`config.mk`:
```
export PLATFORM = sky130hd
export DESIGN_NAME = wams_loader
export DESIGN_NICKNAME = d
export VERILOG_FILES = /design/src/rtl/core/wams_pkg.sv /design/src/rtl/core/wams_loader.sv
export SDC_FILE = /design/constraint.sdc
export NUM_CORES = 1
export LEC_CHECK = 0
export BUFFER_PORTS_ARGS = -buffer_cell sky130_fd_sc_hd__buf_2
export CAP_MARGIN = 10
export CORE_UTILIZATION = 50
export DETAILED_ROUTE_END_ITERATION = 6
export MAX_ROUTING_LAYER = met4
export PLACE_DENSITY = 0.73
export SYNTH_ARGS = -nofsm -noshare
export SYNTH_HDL_FRONTEND = slang
export SYNTH_SLANG_ARGS = --single-unit
```
`constraint.sdc`:
```
create_clock -name clk_i -period 5.12 [get_ports clk_i]
set_input_delay 0 -clock clk_i [delete_from_list [all_inputs] [get_ports clk_i]]
set_output_delay 0 -clock clk_i [all_outputs]
set_load 0.01 [all_outputs]
```
`src/rtl/core/wams_pkg.sv`:
```
package wams_pkg;

  localparam int CNT_W   = 13;
  localparam int CLS_W   = 2;
  localparam int CFG_IDX_W  = 3;
  localparam int CFG_DATA_W = 13;

  localparam logic [CLS_W-1:0] CLS_EMPTY = 2'd0;
  localparam logic [CLS_W-1:0] CLS_TREE  = 2'd1;
  localparam logic [CLS_W-1:0] CLS_ROCK  = 2'd2;

  typedef enum logic [CFG_IDX_W-1:0] {
    CFG_MAP_SIZE       = 3'd0,
    CFG_BORDER_WIDTH   = 3'd1,
    CFG_CENTER_SIZE    = 3'd2,
    CFG_PARK_SIZE      = 3'd3,
    CFG_ROCK_THRESHOLD = 3'd4
  } cfg_idx_e;

  typedef struct packed {
    logic [6:0]       map_size;
    logic [5:0]       border_width;
    logic [6:0]       center_size;
    logic [6:0]       park_size;
    logic [CNT_W-1:0] rock_threshold;
  } cfg_t;

  localparam logic [6:0]       RST_MAP_SIZE       = 7'd64;
  localparam logic [5:0]       RST_BORDER_WIDTH   = 6'd0;
  localparam logic [6:0]       RST_CENTER_SIZE    = 7'd1;
  localparam logic [6:0]       RST_PARK_SIZE      = 7'd1;
  localparam logic [CNT_W-1:0] RST_ROCK_THRESHOLD = 13'd0;

  typedef enum logic [1:0] {
    ST_IDLE = 2'd0,
    ST_LOAD = 2'd1,
    ST_SCAN = 2'd2,
    ST_DONE = 2'd3
  } state_e;

endpackage

```
`src/rtl/core/wams_loader.sv`:
```
module wams_loader
  import wams_pkg::*;
#(
  parameter int MAX_SIDE = 64
) (
  input  logic                                  clk_i,
  input  logic                                  rst_ni,
  input  cfg_t                                  cfg_i,
  input  logic                                  load_i,
  input  logic                                  last_i,
  input  logic [CLS_W-1:0]                      cls_i,
  input  logic [CNT_W-1:0]                      tree_rdata_i,
  input  logic [CNT_W-1:0]                      rock_rdata_i,
  output logic [$clog2(MAX_SIDE*MAX_SIDE)-1:0]  raddr_o,
  output logic                                  we_o,
  output logic [$clog2(MAX_SIDE*MAX_SIDE)-1:0]  waddr_o,
  output logic [CNT_W-1:0]                      tree_wdata_o,
  output logic [CNT_W-1:0]                      rock_wdata_o
);

  localparam int PW = $clog2(MAX_SIDE);
  localparam int AW = $clog2(MAX_SIDE * MAX_SIDE);
  localparam int EW = ((PW > 7) ? PW : 7) + 2;

  logic [PW-1:0]    row_q, row_d, col_q, col_d;
  logic [CNT_W-1:0] left_tree_q, left_tree_d, left_rock_q, left_rock_d;
  logic [CNT_W-1:0] diag_tree_q, diag_tree_d, diag_rock_q, diag_rock_d;
  logic [EW-1:0]    map_ext, n_ext, col_inc, row_inc;
  logic             has_up, has_left;
  logic [CNT_W-1:0] tree_sum, rock_sum;

  always_comb begin
    map_ext = EW'(cfg_i.map_size);
    if (map_ext == '0) begin
      n_ext = EW'(1);
    end else if (map_ext > EW'(MAX_SIDE)) begin
      n_ext = EW'(MAX_SIDE);
    end else begin
      n_ext = map_ext;
    end
  end

  assign has_up   = (row_q != '0);
  assign has_left = (col_q != '0);

  // the cell above is fetched while waiting for the request
  assign raddr_o = has_up ? (AW'(row_q - PW'(1)) * AW'(MAX_SIDE) + AW'(col_q)) : '0;
  assign waddr_o = AW'(row_q) * AW'(MAX_SIDE) + AW'(col_q);
  assign we_o    = load_i;

  // left neighbour is the entry written last, diagonal is the previous upper read
  assign tree_sum = CNT_W'(cls_i == CLS_TREE)
                  + (has_up ? tree_rdata_i : '0)
                  + (has_left ? left_tree_q : '0)
                  - ((has_up && has_left) ? diag_tree_q : '0);
  assign rock_sum = CNT_W'(cls_i == CLS_ROCK)
                  + (has_up ? rock_rdata_i : '0)
                  + (has_left ? left_rock_q : '0)
                  - ((has_up && has_left) ? diag_rock_q : '0);

  assign tree_wdata_o = tree_sum;
  assign rock_wdata_o = rock_sum;

  always_comb begin
    row_d       = row_q;
    col_d       = col_q;
    left_tree_d = left_tree_q;
    left_rock_d = left_rock_q;
    diag_tree_d = diag_tree_q;
    diag_rock_d = diag_rock_q;
    col_inc     = EW'(col_q) + EW'(1);
    row_inc     = EW'(row_q) + EW'(1);
    if (load_i) begin
      left_tree_d = tree_sum;
      left_rock_d = rock_sum;
      diag_tree_d = tree_rdata_i;
      diag_rock_d = rock_rdata_i;
      if (last_i) begin
        row_d = '0;
        col_d = '0;
      end else if (col_inc >= n_ext) begin
        col_d = '0;
        row_d = (row_inc >= n_ext) ? '0 : row_inc[PW-1:0];
      end else begin
        col_d = col_inc[PW-1:0];
      end
    end
  end

  always_ff @(posedge clk_i or negedge rst_ni) begin
    if (!rst_ni) begin
      row_q <= '0;
      col_q <= '0;
    end else begin
      row_q <= row_d;
      col_q <= col_d;
    end
  end

  always_ff @(posedge clk_i) begin
    left_tree_q <= left_tree_d;
    left_rock_q <= left_rock_d;
    diag_tree_q <= diag_tree_d;
    diag_rock_q <= diag_rock_d;
  end

endmodule

```
==> flow_summary.ini <==
[outcome]
outcome = complete, no violations

[routing]
viasPerCell = 5.32
drc = 0
dr.pass1.iters = 4
wl_per_cell_microns = 14.1
drt_iter0_drc = 108
final_antenna_net_count = 0
drt_wl_total_microns = 10600
vias = 3993

[worst_setup_path]
critPathLaunch = row_q[1]
worst-path-max-fanout = 11
worst-setup-path-type = flop to output port
rr_startpoint = row_q[1]
critPathSlowestCell = fa_1
start_kind = flop
arrival_ns = 4.87
crit_required_ns = 5.12
critPathMaxStageDelay_ns = 0.53
path_cells = inv_1 -> ha_1 -> or3b_4 -> or3_4 -> and3_1 -> fa_1 -> inv_1 -> fa_1 -> a211oi_1 -> nor2_1 -> or4_1 -> nand4_1 -> a21oi_1 -> xnor3_1 -> buf_2
critPathCaptureType = output port

[die]
rows = 35
initial_core_util_pct = 52.7
io_pins = 123
die_w_microns = 102
core-area_sq_um = 9420
dieArea_sq_um = 10300
fp.dieH_microns = 102

[sta]
totalNegativeSetupSlack_ns = 0
worst_pin_slew_ns = 0.765
drv_slew = 0
fin_crit_ns = 4.87
fmax_mhz = 205
hold_violations = 0
rsz0062_at_grt = no
fin_skew_ns = 0.0200
fin_crit_sh_pct = 95.2
finalSetupViolations = 0
relSlewSlack_pct = 49.0

[final_layout]
stdcell_count = 751
fillers = 769
syn_to_final_growth_pct = 21.7
antenna_cells = 0
nets = 757
drive_above_1_share_pct = 20.1

[synthesis]
seq_area_frac_synth_pct = 37.5
synth_ff_type = edfxtp_1
synth_cells = 504
syn-num-nets = 644
synth_area_sq_um = 4960
synth_edf_count = 52
ys_seq_elements = 64
synth_cell_type_count = 52
avgSynthCellArea_sq_um = 9.84
ys_warn_count = 0
async_reset_ff_share_pct = 18.8

[global_route]
grt_overflow = 0
antenna_found_initial = 0
grt_start_max_net_pins = 62
grt_pass1_wl_microns = 17800
grtUsageTotal_pct = 22.8
grt_pass1_vias = 3977

[clock_network]
htreeDepth = 3
worstSkewPairLatency_ns = 0.35
clock_sinks = 64
root_buffer = clkbuf_8
post-cts-setup-buffers = 0
cts_tree = yes
cts_buffers = 9
cts.path.max_buffers = 2
clkTransAtPathRegs_ns = 0.08

[run]
maxCapViolCount = 0

[place]
gp_congestion = 0.854
port_buffers = 89
place_inst = 708
dpl.hpwl_microns = 7760

[min_path]
holdCritPathClass = primary input to async pin
## critical path, delay by kind of cell, from the launching register on
family	cells	cell delay, ns
compound gates	2	0.32
xor+xnor	1	0.37
fa+ha+maj	3	1.21
buf+inv	3	0.30
flops	1	0.45
simple gates	6	1.86
## cells by family (layout without fill, tap and decap cells)
logic type	after synthesis	count (layout)	share of synthesized area (%)
mux	3	3	0.631
buf+inv	77	195	6.23
fa+ha+maj	68	68	21.1
simple gates	185	185	18.1
xor+xnor	30	30	5.58
flops	64	64	37.5
compound gates	77	77	10.9
## layer usage
layer  vias up  wire length [microns]  part of all wire [%]  global-route usage [%]
li1       1964                      -                     -                       -
met1      1932                   4900                    46                    29.4
met2        91                   5160                    49                    37.5
met3         6                    409                   3.9                    3.11
met4         0                     85                  0.81                    6.47
met5         -                      0                     0                       -
## final timing paths
path                       cells after the start               end  slack [ns]
setup / recovery                              15  rock_wdata_o[12]        0.25
hold / removal                                 2          row_q[0]        0.08
setup reg to reg                              14   left_rock_q[12]        0.49
hold reg to reg                                1          row_q[1]        0.61
max in group asynchronous                      2          row_q[1]        4.79
min in group clk_i                             5          col_q[4]        0.19
## area by class of cell
class	instances	area [sq um]	share of cell area, %
inverter	58	218	3.61
clock buffer	9	124	2.05
sequential	64	1860	30.9
timing repair buffer	121	766	12.7
multi-input combinational	363	2810	46.5
tap	129	161	2.68
clock inverter	7	95.1	1.58
## cell usage after synthesis (2+ instances only)
| cell type | count | share of area (%) |
|---|---|---|
| o21ai_1 | 2 | 0.20 |
| o221ai_1 | 2 | 0.35 |
| a22o_1 | 6 | 1.1 |
| nor2_1 | 34 | 2.6 |
| or2_2 | 4 | 0.50 |
| o21ai_0 | 10 | 1.0 |
| and3_1 | 26 | 3.3 |
| a32oi_1 | 3 | 0.53 |
| dfrtp_1 | 12 | 6.1 |
| nor3_1 | 7 | 0.71 |
| fa_1 | 26 | 10 |
| nand3b_1 | 2 | 0.30 |
| xor2_1 | 8 | 1.4 |
| nand2b_1 | 5 | 0.63 |
| and2_1 | 9 | 1.1 |
| a21o_1 | 9 | 1.4 |
| edfxtp_1 | 52 | 31 |
| a31o_2 | 2 | 0.35 |
| nand4_1 | 5 | 0.63 |
| o22ai_1 | 3 | 0.38 |
| ha_1 | 42 | 11 |
| nand3_1 | 9 | 0.91 |
| xnor2_1 | 21 | 3.7 |
| o2bb2ai_1 | 4 | 0.71 |
| a21oi_1 | 15 | 1.5 |
| o211ai_1 | 2 | 0.30 |
| inv_1 | 58 | 4.4 |
| buf_6 | 2 | 0.45 |
| o21a_1 | 4 | 0.61 |
| a211oi_1 | 6 | 0.91 |
| mux2i_1 | 2 | 0.40 |
| nor2b_1 | 6 | 0.76 |
| nand2_1 | 72 | 5.5 |
| o21bai_1 | 2 | 0.30 |
| clkbuf_1 | 15 | 1.1 |
## state kept, by name, indices dropped and copies added, names as in the netlist
register	flops
col_q	6
diag_rock_q	13
diag_tree_q	13
left_rock_q	13
left_tree_q	13
row_q	6
## cells in the final DEF (no fill, tap or decap), types with 2 or more instances in the layout
cell	count
a32oi_1	3
nor3_1	7
o21ai_1	3
a21oi_1	14
dlygate4sd3_1	27
o2bb2ai_1	4
xnor2_1	21
o21ai_0	9
nand2_1	72
nand3_1	9
o21a_1	4
clkinv_2	2
a21o_1	9
nand3b_1	2
buf_2	89
clkbuf_8	9
nand4_1	5
dfrtp_1	11
a22o_1	6
a211oi_1	6
xor2_1	8
buf_4	4
edfxtp_1	52
o211ai_1	2
inv_1	58
and3_1	26
ha_1	42
fa_1	26
nand2b_1	5
o22ai_1	3
nor2_1	33
nor2b_1	6
o21bai_1	2
bufinv_16	2
a31o_2	2
or2_2	4
and2_1	9
mux2i_1	2
o221ai_1	2
## repair_timing
action | CTS | global route
endpoints found under the hold margin | 38 | 0
gates resized for setup | 2 | 4
hold buffers | 27 | 0
pin swaps | 0 | 0
endpoints found under the setup margin | 4 | 3
## per-stage QoR
step | hold slack [ns] | instance area [sq um] | util [%] | worst slack, ns
after floorplan | -0.296 | 4960 | - | 0.438
after global placement | -0.0990 | 5520 | 58.7 | 0.371
after detailed placement | -0.0906 | 5520 | 58.7 | 0.232
after CTS | 0.0685 | 6020 | 64.0 | 0.125
after global routing | 0.0986 | 6030 | 64.1 | 0.0230
final | 0.0786 | 6030 | 64.1 | 0.246
Power is not shown: default switching activity piles up to over one toggle a cycle in this logic, so the estimate is an artifact.
