`config.mk`:
```
export PLATFORM = sky130hd
export DESIGN_NAME = wams_scanner
export DESIGN_NICKNAME = d
export VERILOG_FILES = /design/src/rtl/core/wams_pkg.sv /design/src/rtl/core/wams_scanner.sv
export SDC_FILE = /design/constraint.sdc
export NUM_CORES = 1
export LEC_CHECK = 0
export ABC_AREA = 1
export BUFFER_PORTS_ARGS = -buffer_cell sky130_fd_sc_hd__buf_2
export CORE_UTILIZATION = 50
export DETAILED_ROUTE_END_ITERATION = 7
export PLACE_DENSITY = 0.7
export SETUP_SLACK_MARGIN = 0.02
export SLEW_MARGIN = 5
export SYNTH_ARGS = -nofsm -noshare
export SYNTH_HDL_FRONTEND = slang
export SYNTH_SLANG_ARGS = --single-unit
```
`constraint.sdc`:
```
create_clock -name clk_i -period 5.8 [get_ports clk_i]
set_input_delay 0.29 -clock clk_i [delete_from_list [all_inputs] [get_ports clk_i]]
set_output_delay 0.29 -clock clk_i [all_outputs]
set_load 0.005 [all_outputs]
```
`src/rtl/core/wams_pkg.sv`:
```
package wams_pkg;

  localparam int CNT_W   = 13;
  localparam int CLS_W   = 2;
  localparam int CFG_IDX_W  = 3;
  localparam int CFG_DATA_W = 13;

  localparam logic [CLS_W-1:0] CLS_EMPTY = 2'd0;
  localparam logic [CLS_W-1:0] CLS_TREE  = 2'd1;
  localparam logic [CLS_W-1:0] CLS_ROCK  = 2'd2;

  typedef enum logic [CFG_IDX_W-1:0] {
    CFG_MAP_SIZE       = 3'd0,
    CFG_BORDER_WIDTH   = 3'd1,
    CFG_CENTER_SIZE    = 3'd2,
    CFG_PARK_SIZE      = 3'd3,
    CFG_ROCK_THRESHOLD = 3'd4
  } cfg_idx_e;

  typedef struct packed {
    logic [6:0]       map_size;
    logic [5:0]       border_width;
    logic [6:0]       center_size;
    logic [6:0]       park_size;
    logic [CNT_W-1:0] rock_threshold;
  } cfg_t;

  localparam logic [6:0]       RST_MAP_SIZE       = 7'd64;
  localparam logic [5:0]       RST_BORDER_WIDTH   = 6'd0;
  localparam logic [6:0]       RST_CENTER_SIZE    = 7'd1;
  localparam logic [6:0]       RST_PARK_SIZE      = 7'd1;
  localparam logic [CNT_W-1:0] RST_ROCK_THRESHOLD = 13'd0;

  typedef enum logic [1:0] {
    ST_IDLE = 2'd0,
    ST_LOAD = 2'd1,
    ST_SCAN = 2'd2,
    ST_DONE = 2'd3
  } state_e;

endpackage

```
`src/rtl/core/wams_scanner.sv`:
```
module wams_scanner
  import wams_pkg::*;
#(
  parameter int MAX_SIDE = 64
) (
  input  logic                                  clk_i,
  input  logic                                  rst_ni,
  input  cfg_t                                  cfg_i,
  input  logic                                  start_i,
  input  logic [CNT_W-1:0]                      tree_rdata_i,
  input  logic [CNT_W-1:0]                      rock_rdata_i,
  output logic [$clog2(MAX_SIDE*MAX_SIDE)-1:0]  tree_raddr_o,
  output logic [$clog2(MAX_SIDE*MAX_SIDE)-1:0]  rock_raddr_o,
  output logic                                  done_o,
  output logic [CNT_W-1:0]                      best_o
);

  localparam int PW = $clog2(MAX_SIDE);
  localparam int AW = $clog2(MAX_SIDE * MAX_SIDE);
  localparam int EW = ((PW > 7) ? PW : 7) + 2;

  // corners of a box sum, in the order they are fetched
  localparam logic [1:0] CRN_BR = 2'd0;
  localparam logic [1:0] CRN_TR = 2'd1;
  localparam logic [1:0] CRN_BL = 2'd2;
  localparam logic [1:0] CRN_TL = 2'd3;
  localparam logic [2:0] PH_EVAL = 3'd4;

  logic [PW-1:0]    row_q, row_d, col_q, col_d;
  logic [2:0]       phase_q, phase_d;
  logic             busy_q, busy_d, done_q, done_d;
  logic [CNT_W-1:0] acc_rock_q, acc_rock_d, acc_tree_q, acc_tree_d;
  logic [CNT_W-1:0] best_q, best_d;

  logic [EW-1:0]    map_ext, n_ext, l_ext, c_ext, k_ext, rr, cc;
  logic [EW-1:0]    rk_r1, rk_c1, tr_r0, tr_c0, tr_r1, tr_c1, nxt_col, nxt_row;
  logic             park_ok, empty_scan;
  logic [1:0]       data_corner;
  logic [CNT_W-1:0] rock_term, tree_term, rocks_total, trees_total;

  function automatic logic [AW-1:0] corner_addr(input logic [EW-1:0] r0,
                                                input logic [EW-1:0] c0,
                                                input logic [EW-1:0] r1,
                                                input logic [EW-1:0] c1,
                                                input logic [1:0]    corner,
                                                input logic          ok);
    logic [EW-1:0] r, c;
    r = ((corner == CRN_TR) || (corner == CRN_TL))
        ? ((r0 != '0) ? r0 - EW'(1) : '0) : r1;
    c = ((corner == CRN_BL) || (corner == CRN_TL))
        ? ((c0 != '0) ? c0 - EW'(1) : '0) : c1;
    if (!ok) begin
      r = '0;
      c = '0;
    end
    return AW'(r[PW-1:0]) * AW'(MAX_SIDE) + AW'(c[PW-1:0]);
  endfunction

  function automatic logic [CNT_W-1:0] corner_term(input logic [CNT_W-1:0] rd,
                                                   input logic [1:0]       corner,
                                                   input logic             top_ok,
                                                   input logic             left_ok);
    logic [CNT_W-1:0] t;
    t = '0;
    case (corner)
      CRN_BR:  t = rd;
      CRN_TR:  t = top_ok ? -rd : '0;
      CRN_BL:  t = left_ok ? -rd : '0;
      CRN_TL:  t = (top_ok && left_ok) ? rd : '0;
      default: t = '0;
    endcase
    return t;
  endfunction

  always_comb begin
    map_ext = EW'(cfg_i.map_size);
    if (map_ext == '0) begin
      n_ext = EW'(1);
    end else if (map_ext > EW'(MAX_SIDE)) begin
      n_ext = EW'(MAX_SIDE);
    end else begin
      n_ext = map_ext;
    end
    l_ext = EW'(cfg_i.border_width);
    c_ext = (cfg_i.center_size == '0) ? EW'(1) : EW'(cfg_i.center_size);
    k_ext = (cfg_i.park_size == '0) ? EW'(1) : EW'(cfg_i.park_size);
  end

  assign rr    = EW'(row_q);
  assign cc    = EW'(col_q);
  assign rk_r1 = rr + c_ext - EW'(1);
  assign rk_c1 = cc + c_ext - EW'(1);
  assign tr_r0 = rr - l_ext;
  assign tr_c0 = cc - l_ext;
  assign tr_r1 = tr_r0 + k_ext - EW'(1);
  assign tr_c1 = tr_c0 + k_ext - EW'(1);

  // park must fit inside the map
  assign park_ok    = ((tr_r0 + k_ext) <= n_ext) && ((tr_c0 + k_ext) <= n_ext);
  assign empty_scan = (l_ext + l_ext + c_ext) > n_ext;

  assign rock_raddr_o = corner_addr(rr, cc, rk_r1, rk_c1, phase_q[1:0], 1'b1);
  assign tree_raddr_o = corner_addr(tr_r0, tr_c0, tr_r1, tr_c1, phase_q[1:0], park_ok);

  // read data lags the address by one phase
  assign data_corner = phase_q[1:0] - 2'd1;
  assign rock_term   = corner_term(rock_rdata_i, data_corner, rr != '0, cc != '0);
  assign tree_term   = corner_term(tree_rdata_i, data_corner, tr_r0 != '0, tr_c0 != '0);
  assign rocks_total = acc_rock_q + rock_term;
  assign trees_total = acc_tree_q + tree_term;

  always_comb begin
    row_d      = row_q;
    col_d      = col_q;
    phase_d    = phase_q;
    busy_d     = busy_q;
    done_d     = 1'b0;
    acc_rock_d = acc_rock_q;
    acc_tree_d = acc_tree_q;
    best_d     = best_q;
    nxt_col    = cc + EW'(1);
    nxt_row    = rr + EW'(1);
    if (start_i) begin
      best_d  = '0;
      row_d   = l_ext[PW-1:0];
      col_d   = l_ext[PW-1:0];
      phase_d = '0;
      if (empty_scan) begin
        done_d = 1'b1;
      end else begin
        busy_d = 1'b1;
      end
    end else if (busy_q) begin
      if (phase_q == PH_EVAL) begin
        if (park_ok && (rocks_total >= cfg_i.rock_threshold) && (trees_total > best_q)) begin
          best_d = trees_total;
        end
        phase_d = '0;
        if ((nxt_col + c_ext + l_ext) > n_ext) begin
          col_d = l_ext[PW-1:0];
          if ((nxt_row + c_ext + l_ext) > n_ext) begin
            busy_d = 1'b0;
            done_d = 1'b1;
          end else begin
            row_d = nxt_row[PW-1:0];
          end
        end else begin
          col_d = nxt_col[PW-1:0];
        end
      end else begin
        phase_d = phase_q + 3'd1;
        if (phase_q == 3'd1) begin
          acc_rock_d = rock_term;
          acc_tree_d = tree_term;
        end else if (phase_q != '0) begin
          acc_rock_d = rocks_total;
          acc_tree_d = trees_total;
        end
      end
    end
  end

  always_ff @(posedge clk_i or negedge rst_ni) begin
    if (!rst_ni) begin
      busy_q  <= 1'b0;
      done_q  <= 1'b0;
      phase_q <= '0;
    end else begin
      busy_q  <= busy_d;
      done_q  <= done_d;
      phase_q <= phase_d;
    end
  end

  always_ff @(posedge clk_i) begin
    row_q      <= row_d;
    col_q      <= col_d;
    acc_rock_q <= acc_rock_d;
    acc_tree_q <= acc_tree_d;
    best_q     <= best_d;
  end

  assign done_o = done_q;
  assign best_o = best_q;

  a_best_monotonic: assert property (@(posedge clk_i) disable iff (!rst_ni)
    (busy_q && $past(busy_q)) |-> (best_q >= $past(best_q)))
    else $error("best count dropped during a scan");

  a_done_not_busy: assert property (@(posedge clk_i) disable iff (!rst_ni)
    done_q |-> !busy_q)
    else $error("scan reports done while still running");

endmodule

```
==> summary.md, run 1 <==
| Metric | Value |
|---|---|
| Ys flop type | edfxtp_1 |
| Minimum clock period | 5430 ps |
| Die W | 141 µm |
| First-pass GRT wire length | 41800 µm |
| First-pass DRT Iterations | 7 |
| TritonCTS clock tree | built |
| Crit path arrival time | 5630 ps |
| Most frequent cells after synthesis | 224 x inv_1, 212 x nand2_1, 168 x ha_1 |
| Die Area | 0.0198 mm² |
| Total gr overflow | 0 |
| Post-synthesis cell type count | 62 |
| Clk sinks | 56 |
| CTS Buf Count | 5 |
| Number of synthesized flops with an enable pin | 38 |
| Synthesized Nets | 1607 |
| CTS root buffer | clkbuf_16 |
| Max Slew Vio Count | 0 |
| Sum of net half-perimeters after detailed placement | 21100 µm |
| Number of diodes | 0 |
| Initial Utilization | 0.511 |
| Highest clock rate | 184 MHz |
| Nets@finish | 1717 |
| Ys async rst share | 0.0893 |
| Crit path max fanout | 10 |
| Total track usage | 0.264 |
| Status | finished clean |
| Synth area leader | ha_1 |
| Crit. Startpoint | col_q[1] |
| Reg2reg end | best_o[1] |
| Area delta synth->final | 11.4% |
| Skew-Pair Late Insertion Delay | 320 ps |
| R2R depth | 30 |
| Largest net degree at the start of global routing | 32 |
| Residual DRC count | 0 |
| H-tree depth | 2 |
| Synth Cell Area | 0.00960 mm² |
| Post-synthesis sequential area ratio | 0.159 |
| Port bufs | 106 |
| Max-cap violations | 0 |
| Class of the most critical setup path | reg -> reg |
| CP max stage delay | 450 ps |
| Core area | 0.0188 mm² |
| R2r setup slk | 370 ps |
| CP Data Required Time | 6000 ps |
| Fillers | 1836 |
| Average size of a mapped cell | 7.13 µm² |
| Worst relative slew slack | 0.353 |
| DP Cell Count | 1673 |
| Critical path startpoint category | flop |
| Initial antenna violation count | 1 |
| Vias in the first global route | 8609 |
| Synthesized flop and latch total | 56 |
| Worst min path class | in -> async |
| Clock Path Buffers | 2 |
| Total number of yosys warnings | 0 |
| Row count | 50 |
| Reg2reg start | col_q[1] |
| Slowest-stage cell, CP | edfxtp_1 |
| WL/cell | 15.2 µm |
| Final setup viols | 0 |
| Die height | 141 µm |
| Iteration-0 DRC Markers | 545 |
| Top-Level Pins | 107 |
| Worst slew pin tran | 961 ps |
| Fin cells | 1692 |
| Reg clk slew, reported paths | 90 ps |
| Antenna viol nets, final | 0 |
| Drt via density | 5.47 |
| Vias | 9257 |
| Tcrit/Tclk final | 0.936 |
| Post-synth top area share | 0.219 |
| Hold Vio Cnt, Final | 0 |
| Gpl congestion | 0.913 |
| Mapped Cells | 1347 |
| Main area contributors after synthesis | ha_1 22%, edfxtp_1 12%, inv_1 8.8% |
| WL final | 25800 µm |
| Most frequent cell after synthesis | inv_1 |
| Share of cells above drive strength 1 | 0.146 |
| Critical Path Sink Type | flop |
| Final Skew | 12.8 ps |
| Worst Setup EP | best_o[1] |
## worst min-delay path by stage
| stage | start | endpoint | cells past startpoint |
|---|---|---|---|
| final | rst_ni | done_o | 2 |
| after global routing | tree_rdata_i[1] | acc_tree_q[1] | 3 |
| after CTS | rst_ni | done_o | 2 |
| after detailed placement | rst_ni | done_o | 1 |
| after global placement | rst_ni | done_o | 1 |
| after floorplan | rst_ni | busy_q | 0 |
## critical path: cells and delay by family, from the launching register on
family | cells | cell delay, ps
simple gates | 10 | 1560
compound gates | 9 | 1220
buf+inv | 7 | 970
fa+ha+maj | 3 | 890
flops | 1 | 450
xor+xnor | 1 | 220
## layout make-up
cell class              instances  area [µm²]  area share
inverters                     235         886      0.0829
well taps                     234         293      0.0274
repair buffers                134         743      0.0695
flip-flops and latches         56        1530       0.143
clock buffers                   5         125      0.0117
clock inverters                 3        25.0     0.00234
multi-input cells            1025        7090       0.663
## layer usage
layer  wire (µm)  part of all wire  vias to the layer above  GRT usage
met5          10           0.00039                        -          0
met4         541             0.021                        2     0.0727
met3        1340             0.052                       44     0.0274
met2       11500              0.45                      276      0.433
met1       12400              0.48                     4188      0.369
li1            -                 -                     4747          -
## placed cells by master, fill, tap and decap left out, drive strengths merged, types with 2 or more instances in the layout
master,instances
a211oi,6
a21o,11
a21oi,126
a22oi,2
a311oi,2
a31o,2
a31oi,5
and2,2
buf,133
clkbuf,5
clkinvlp,2
dfrtp,5
dfxtp,13
edfxtp,38
fa,23
ha,168
inv,235
nand2,225
nand3,65
nand3b,5
nand4,31
nor2,96
nor3,24
nor4,3
o21a,4
o21ai,111
o21bai,3
o22ai,14
o32ai,2
o41ai,2
or2,9
xnor2,26
xor2,51
## registers in the layout, indices dropped and copies added, names as in the netlist
name        count
acc_tree_q     13
phase_q         3
col_q           6
busy_q          1
row_q           6
best_o         13
done_o          1
acc_rock_q     13
## through the flow
| stage | setup slack [ps] | TNS, ps | utilization | hold WS, ps | instance area (µm²) |
|---|---|---|---|---|---|
| after global placement | 180 | 0 | 0.554 | 123 | 10400 |
| after global routing | -39.3 | -162 | 0.570 | 321 | 10700 |
| after CTS | 42.4 | 0 | 0.563 | 303 | 10600 |
| after floorplan | 640 | 0 | - | -5.59 | 9600 |
| final | 373 | 0 | 0.570 | 304 | 10700 |
| after detailed placement | 33.9 | 0 | 0.554 | 122 | 10400 |
## timing repair
item / CTS / global route
buffers inserted: 0 / 10
setup endpoints to repair: 0 / 13
endpoints found under the hold margin: 5 / 0
hold buffers: 1 / 0
resized for setup: 0 / 18
## cell families after synthesis
group	count (synthesis)	synth area share
compound gates	294	0.172
simple gates	463	0.223
xor+xnor	77	0.0710
buf+inv	266	0.108
fa+ha+maj	191	0.267
flops	56	0.159
Power of run 1 is left out: the tool's default activity adds up to more than one toggle a clock period on the data nets, which glitch-free logic cannot reach.
==> inputs of run 2 (changes only) <==
--- a/config.mk
+++ b/config.mk
@@ -5,7 +5,6 @@
 export SDC_FILE = /design/constraint.sdc
 export NUM_CORES = 1
 export LEC_CHECK = 0
-export ABC_AREA = 1
 export BUFFER_PORTS_ARGS = -buffer_cell sky130_fd_sc_hd__buf_2
 export CORE_UTILIZATION = 50
 export DETAILED_ROUTE_END_ITERATION = 7
==> summary.md, run 2 <==
| Metric | Value |
|---|---|
| Worst min path class | in -> reg |
| Final setup viols | 3 (+3) |
| Worst relative slew slack | 0.337 (-0.0157) |
| Ys flop type | edfxtp_1 |
| CTS root buffer | clkbuf_16 |
| Crit path arrival time | 6070 ps (+440 ps) |
| Total gr overflow | 0 (unchanged) |
| Average size of a mapped cell | 7.94 µm² (+11%) |
| Number of synthesized flops with an enable pin | 38 (unchanged) |
| Row count | 49 (-2.0%) |
| Worst setup margin | -20.3 ps (-394 ps) |
| Cell Pwr Density | 657 mW/mm² |
| Sum of net half-perimeters after detailed placement | 20800 µm (-1.5%) |
| Reg clk slew, reported paths | 80 ps (about the same) |
| CP delay by family, top | compound AO/OA/AOI/OAI gates |
| Worst slew pin tran | 991 ps (+30.1 ps) |
| Hold Vio Cnt, Final | 0 (unchanged) |
| Most frequent cells after synthesis | 168 x ha_1, 123 x inv_1, 97 x nand2_1 |
| Routed wire length on met3 | 1240 µm (-7.7%) |
| Initial antenna violation count | 0 (-1) |
| Die W | 138 µm (-1.6%) |
| Slowest-stage cell, CP | or4_4 |
| Buffers and inverters on the worst path | 4 (-3) |
| Vias | 8828 (-4.6%) |
| Minimum clock period | 5820 ps (+394 ps) |
| Largest net degree at the start of global routing | 28 (-13%) |
| Violated checks | DRC, setup timing |
| Synthesized Nets | 1430 (-11%) |
| Die height | 138 µm (-1.6%) |
| CTS Buf Count | 5 (unchanged) |
| H-tree depth | 2 (unchanged) |
| Post-synth top area share | 0.226 (+0.00729) |
| Number of diodes | 0 (unchanged) |
| Core area | 0.0181 mm² (-3.6%) |
| Vias in the first global route | 8453 (-1.8%) |
| Initial Utilization | 0.514 (+0.00219) |
| Gpl congestion | 0.885 (-3.0%) |
| Highest clock rate | 172 MHz (-6.8%) |
| Main area contributors after synthesis | ha_1 23%, edfxtp_1 12%, xnor2_1 5.6% |
| TritonCTS clock tree | built |
| Post-synthesis sequential area ratio | 0.164 (+0.00529) |
| WL/cell | 16.4 µm (+7.9%) |
| Top-Level Pins | 107 (unchanged) |
| CP Data Required Time | 6050 ps (+50 ps) |
| DP Cell Count | 1535 (-8.2%) |
| Skew-Pair Late Insertion Delay | 310 ps (about the same) |
| Clock Path Buffers | 2 (unchanged) |
| Residual DRC count | 12 (+12) |
| Top sig layer | met4 |
| Met2 WL | 12300 µm (+6.6%) |
| CP max stage delay | 580 ps (+130 ps) |
| Class of the most critical setup path | reg -> reg |
| Max-cap violations | 0 (unchanged) |
| Port bufs | 106 (unchanged) |
| First-pass DRT Iterations | 7 (unchanged) |
| Mapped Cells | 1170 (-13%) |
| Status | finished, violations left |
| Commonest non-fill, non-tap cells in the layout | 163 x ha_1, 118 x inv_1, 106 x buf_2 |
| Synth area leader | ha_1 |
| Crit path max fanout | 5 (-5) |
| Total number of yosys warnings | 0 (unchanged) |
| Fin cells | 1554 (-8.2%) |
| Leak | 5.10 nW |
| Critical path startpoint category | flop |
| Clk sinks | 56 (unchanged) |
| WL final | 25500 µm (-0.92%) |
| Tcrit/Tclk final | 1.00 (+0.0678) |
| Antenna viol nets, final | 0 (unchanged) |
| Synthesized flop and latch total | 56 (unchanged) |
| Commonest non-fill, non-tap cell in the layout | ha_1 |
| Ys async rst share | 0.0893 (unchanged) |
| Final Skew | 10.1 ps (-2.70 ps) |
| Drt via density | 5.68 (+3.8%) |
| Share of cells above drive strength 1 | 0.197 (+0.0509) |
| Post-synthesis cell type count | 75 (+21%) |
| RSZ-0062 raised after global routing | true |
| Iteration-0 DRC Markers | 559 (+2.6%) |
| Nets@finish | 1584 (-7.7%) |
| Area delta synth->final | 17.7% |
| M1 WL | 11200 µm (-9.0%) |
| Critical Path Sink Type | flop |
| Max Slew Vio Count | 0 (unchanged) |
| Die Area | 0.0191 mm² (-3.2%) |
| Synth Cell Area | 0.00929 mm² (-3.2%) |
| Worst VDD drop | 0.402 mV |
| Most frequent cell after synthesis | ha_1 |
| First-pass GRT wire length | 41300 µm (-1.2%) |
| Final Util | 0.604 (+0.0348) |
| Total track usage | 0.268 (+0.00311) |
-- run 2: report_power, final --
group          internal, mW  switching [mW]  total, mW
registers             0.694          0.0710      0.765
logic                  2.80            3.29       6.09
clock network         0.162           0.167      0.329
total                  3.66            3.52       7.18
-- run 2: path summary, 6_finish.rpt --
check / from / to / slack (ps) / depth (start not counted)
max in group asynchronous: rst_ni / busy_q / 5340 / 2
min in group asynchronous: rst_ni / phase_q[1] / 330 / 2
max: col_q[0] / best_o[10] / -20 / 28
max reg2reg: col_q[0] / best_o[10] / -20 / 28
min reg2reg: best_o[8] / best_o[8] / 490 / 2
min: rock_rdata_i[8] / acc_rock_q[8] / 280 / 3
-- run 2: per-stage QoR --
step                power (mW)  worst slack [ps]  hold WS, ps  area, µm²  setup TNS (ps)
floorplan                 5.00             -89.8        -5.59       9450            -883
detailed placement        6.67              -195          114      10600           -2110
finish                    7.18             -20.3          280      10900           -45.9
CTS                       7.06              9.99          271      10800               0
global placement          6.55             -15.7          110      10600           -96.0
global route              7.97              -333          305      10900           -3880
-- run 2: cells by family (layout without fill, tap and decap cells) --
logic type	Yosys count	count (layout)	share of synthesized area
and+or+nand+nor	354	354	0.182
buffers and inverters	164	319	0.0676
muxes	14	14	0.0164
xor gates and xnor gates	84	84	0.0816
AOI/OAI and AO/OA	307	307	0.212
DFF	56	56	0.164
adders and majority gates	191	191	0.276
-- run 2: metal layers --
layer	vias to the layer above	track usage
met5	-	0
met4	0	0.0988
met3	47	0.0270
met2	263	0.471
met1	4071	0.337
li1	4447	-
-- run 2: cell type report --
type,count,area [µm²]
clock buffers,5,125
clock inverters,3,21.3
fillers,1664,7160
inverters,123,462
multi-input cells,950,7360
flip-flops and latches,56,1530
well taps,229,287
repair buffers,188,1150
-- run 2: tightest hold or removal path, delay by kind of cell --
family / cells / cell delay (ps)
buffers and inverters: 1 / 100
AND/OR/NAND/NOR: 2 / 100
-- run 2: what timing repair did --
action / CTS / global route
buffers inserted: 1 / 8
hold buffers: 1 / 0
pin swaps: 5 / 8
gates cloned: 0 / 1
endpoints found under the hold margin: 5 / 0
resized for setup: 10 / 19
endpoints found under the setup margin: 13 / 13
Note: power is estimated with default switching activity, not from simulation.
